--- src/hw/rtl/rgdd_ram.sv ---
// ----------------------------------------------------------------------------
// rgdd_ram
// Single-port-write, single-port-read synchronous RAM with a registered read.
// ----------------------------------------------------------------------------
module rgdd_ram #(
    parameter int DEPTH = 64,
    parameter int WIDTH = 18
) (
    input  logic                     clk,
    input  logic                     we,
    input  logic [$clog2(DEPTH)-1:0] waddr,
    input  logic [WIDTH-1:0]         wdata,
    input  logic [$clog2(DEPTH)-1:0] raddr,
    output logic [WIDTH-1:0]         rdata
);

    logic [WIDTH-1:0] mem [DEPTH];

    // Write port
    always_ff @(posedge clk)
    begin
        if (we)
        begin
            mem[waddr] <= wdata;
        end
    end

    // Registered read port
    always_ff @(posedge clk)
    begin
        rdata <= mem[raddr];
    end

endmodule

--- config.mk ---
export PLATFORM = sky130hd
export DESIGN_NAME = rgdd_ram
export DESIGN_NICKNAME = d
export VERILOG_FILES = /design/src/hw/rtl/rgdd_ram.sv
export SDC_FILE = /design/constraint.sdc
export NUM_CORES = 1
export LEC_CHECK = 0
export BUFFER_PORTS_ARGS = -buffer_cell sky130_fd_sc_hd__buf_2
export CAP_MARGIN = 15
export CORE_AREA = 8 8 274 276
export CTS_BUF_LIST = sky130_fd_sc_hd__clkbuf_8
export DETAILED_ROUTE_END_ITERATION = 10
export DIE_AREA = 0 0 282 284
export PLACE_DENSITY = 0.8
export SETUP_SLACK_MARGIN = 0.5
export SYNTH_ARGS = -nofsm -noshare
export SYNTH_HDL_FRONTEND = slang
export SYNTH_SLANG_ARGS = --single-unit
--- constraint.sdc ---
create_clock -name clk -period 4.33 [get_ports clk]
set_input_delay 0.2165 -clock clk [delete_from_list [all_inputs] [get_ports clk]]
set_output_delay 0.2165 -clock clk [all_outputs]
set_load 0.05 [all_outputs]
# After elaboration in Yosys (flattened, before gate mapping)
# Memories as Yosys holds them, arrays and structs flattened. A register that Yosys moved wholly into a read port is not among the register bits.
# Cells that the tools add are included.
[word_totals] regBits=0 ram_bits=1152 out_inout_bits=18 wordCells=3 memories=1
[memory_table] memory="mem" depth=64 width=18 rd=1 rd_clocked_by_memory_dff=1 write_ports=1 line_no="17" source="logic [WIDTH-1:0] mem [DEPTH];"
[op_classes] mux=2
[ops] cell="2-to-1 mux 1 bit" n=2

# Logic depth before layout (Yosys ltp)
[logic_depth] ltp_word=2 mapped_depth=9 ltp_nobuf=5

# Worst setup path before layout
# No wires, ideal clock.
[synth_timing] path_type="input to register" start="in waddr[3]" end="mem mem[48][0], enable pin" arrival_ns=2.002 setup_slack_ns=1.912 path_stages=4 path_buffers=1 path_cell_list="clkbuf_1 nor2b_1 nand4b_1 nor3_1"
[synth_lines] item="start, declared" line_no="11" source="input logic [$clog2(DEPTH)-1:0] waddr,"
[synth_lines] item="end, declared" line_no="17"
# Straight into the memory's write port.

==> reports/qor.csv <==
stage,metric,value,unit
outcome,outcome,completed,
synth,syn_avg_cell_area,22.8,um^2
synth,synthArstFlopShare,0,%
detailed_routing,ant_nets,0,
synth,synthFlopType,edfxtp_1,
power_and_ir_drop,p_per_area,440,mW/mm^2
synth,synth_fp_nets,1989,
clock_tree,htreeDepth,4,
clock_tree,hold_buffers,6,
critical_path,critPathArrivalTime,3.06,ns
synth,synth_cells,1957,
die,rows,98,
critical_path,path_cells,dlygate4sd3_1 -> buf_4 -> nand2b_1 -> buf_4 -> o21ai_0 -> a21oi_1 -> o21ai_0 -> o21ai_1,
grt,grt_pass1_vias,22700,
job,maxCapViolations,0,
die,fp.dieH,284,um
clock_tree,cts-resized-gates,0,
placed_design,gp_congestion,0.895,
placed_design,dpl.hpwl,59900,um
clock_tree,clock_sinks,1170,
critical_path,critical_path_peak_fanout,22,
clock_tree,clock_latency,0.82,ns
synth,synth_area,0.0446,mm^2
sta,rsz0062_at_grt,no,
sta,max-slew-margin-rel,17.9,%
finish,drive_above_1_share,30.6,%
critical_path,crit_buf_inv,3,
sta,min_period,2.41,ns
placed_design,io_buffers,49,
detailed_routing,drcViolationCount,0,
finish,syn_to_final_growth,11.8,%
hold_path,hold_class,in2reg,
detailed_routing,finalWirelength,105000,um
clock_tree,post-cts-setup-buffer-count,0,
grt,grt.total_usage,26.3,%
synth,synth-seq-cells,1170,
sta,hold_viol_final,0,
detailed_routing,drt_iter0_drc,2950,
synth,synthTopCellsByArea,"edfxtp_1 78%, mux4_2 15%, mux2i_1 1.3%",
critical_path,slowest_delay,0.64,ns
critical_path,critical-path-top-delay-family,buffers and inverters,
sta,finalSetupTns,0,ns
detailed_routing,wl_per_cell,31.8,um
clock_tree,cts_tree,done,
die,start_util,63.1,%
clock_tree,numCtsBuffers,174,
critical_path,start_kind,input pin,
finish,utilization,70.5,%
synth,synth_top_area_share,77.5,%
grt,grt_pass1_wl,151000,um
critical_path,slowest_stage,nand2b_1,
die,ios,50,
synth,synth.distinct_cells,34,
finish,nNetsFinal,2227,
critical_path,endpoint_kind,flip-flop,
synth,yosys_warnings,0,
sta,period_share,55.6,%
sta,max_freq,416,MHz
die,die_area,0.0801,mm^2
grt,grt_overflow,0,
detailed_routing,first_pass_iters,6,
clock_tree,clk_pin_slew,0.06,ns
sta,tightest_slew,1.23,ns
synth,synth_edf_count,1152,
power_and_ir_drop,design_power_total,21.9,mW
detailed_routing,vias,21900,
die,die_x,282,um
power_and_ir_drop,ir_drop,0.000386,V
clock_tree,cts_root_buf,clkbuf_8,
die,core-area,0.0708,mm^2
critical_path,required,4.98,ns
critical_path,path_class,in2reg,
grt,antenna_found_initial,10,
sta,setup_viol,0,
sta,finClkSkew,0.0437,ns
synth,yosys.area.top_type,edfxtp_1,
grt,grt_max_degree,88,
clock_tree,clock_path_buffers,3,
sta,maxSlewViolCount,0,
synth,ys_seq_area_share,78.3,%
detailed_routing,viasPerCell,6.67,
power_and_ir_drop,power_leakage,16.0,nW
==> final cells by class <==
| type | instances | area, um^2 |
|---|---|---|
| fillers | 3935 | 20900 |
| diodes | 8 | 20.0 |
| flip-flops and latches | 1170 | 35000 |
| well taps | 950 | 1190 |
| clock inverters | 129 | 624 |
| multi-input cells | 680 | 9170 |
| repair buffers | 169 | 1430 |
| clock buffers | 182 | 2500 |
==> routing by layer <==
metal  GRT usage, %  routed length, um  up-vias
met1           33.9              36800    11400
met2           41.0              50500     1438
li1               -                  -     8800
met4           10.3               4180       10
met3           9.54              12900      250
met5              0                 63        -
==> synth_stat cells (17+ instances only) <==
master,count
o21ai_1,21
nor2_1,90
mux2i_1,60
a211oi_1,17
buf_4,19
o21ai_0,35
mux4_2,300
buf_2,33
clkbuf_1,41
a21oi_1,30
dfxtp_1,18
edfxtp_1,1152
nand2_1,22
o22ai_1,26
==> stage by stage <==
stage / hold slack, ns / cells / area (um^2) / worst slack, ns
floorplan: 0.315 / 1957 / 44600 / 1.91
global placement: 0.640 / 2942 / 46300 / 1.33
detailed placement: 0.659 / 2945 / 46400 / 1.29
CTS: 0.0347 / 3262 / 49600 / 2.05
global route: 0.0452 / 3284 / 49900 / 1.92
finish: 0.0358 / 3288 / 49900 / 1.92
==> cells by family (layout without fill, tap and decap cells) <==
family                 Yosys count  count (layout)  synth area share [%]
buffers and inverters          107             480                  1.37
multiplexers                   372             372                  16.8
flip-flops                    1170            1170                  78.3
AO/OA/AOI/OAI                  140             140                  1.81
AND/OR/NAND/NOR                168             168                  1.69
other                            0               8                     0
==> sequential cells by signal, indices dropped and copies added, names as in the netlist <==
name,flops
rdata,18
mem,1152
==> placed cells by master (no fill, tap or decap), types with 8 or more instances in the layout <==
cell           instances
dlygate4sd3_1         15
mux2_2                12
nor2_2                34
nor2_1                54
buf_4                 90
clkbuf_8             182
or3_1                 12
buf_2                 44
diode_2                8
o21ai_0               35
inv_1                 57
a21oi_1               30
mux4_2               300
buf_12                14
edfxtp_1            1152
nand2_1               22
o22ai_1               26
dfxtp_1               18
nand3_1                9
o21ai_1               21
mux2i_1               60
a211oi_1              17
clkinv_2              12
clkinv_1              47
nor3_1                11
==> final timing paths <==
check / endpoint / slack [ns] / cells after the start / startpoint
max: rdata[2] / 1.92 / 8 / raddr[3]
min: mem[32][14] / 0.04 / 2 / wdata[14]
max reg2reg: rdata[3] / 2.11 / 4 / mem[63][3]
min reg2reg: rdata[16] / 0.90 / 4 / mem[21][16]
==> report_power, final <==
part | internal (mW) | total [mW] | switching, mW
combinational | 0.436 | 1.23 | 0.795
clock | 3.97 | 8.11 | 4.14
sequential | 12.5 | 12.6 | 0.0682
total | 16.9 | 21.9 | 5.00
No activity file was read; power rests on OpenSTA's default activity.
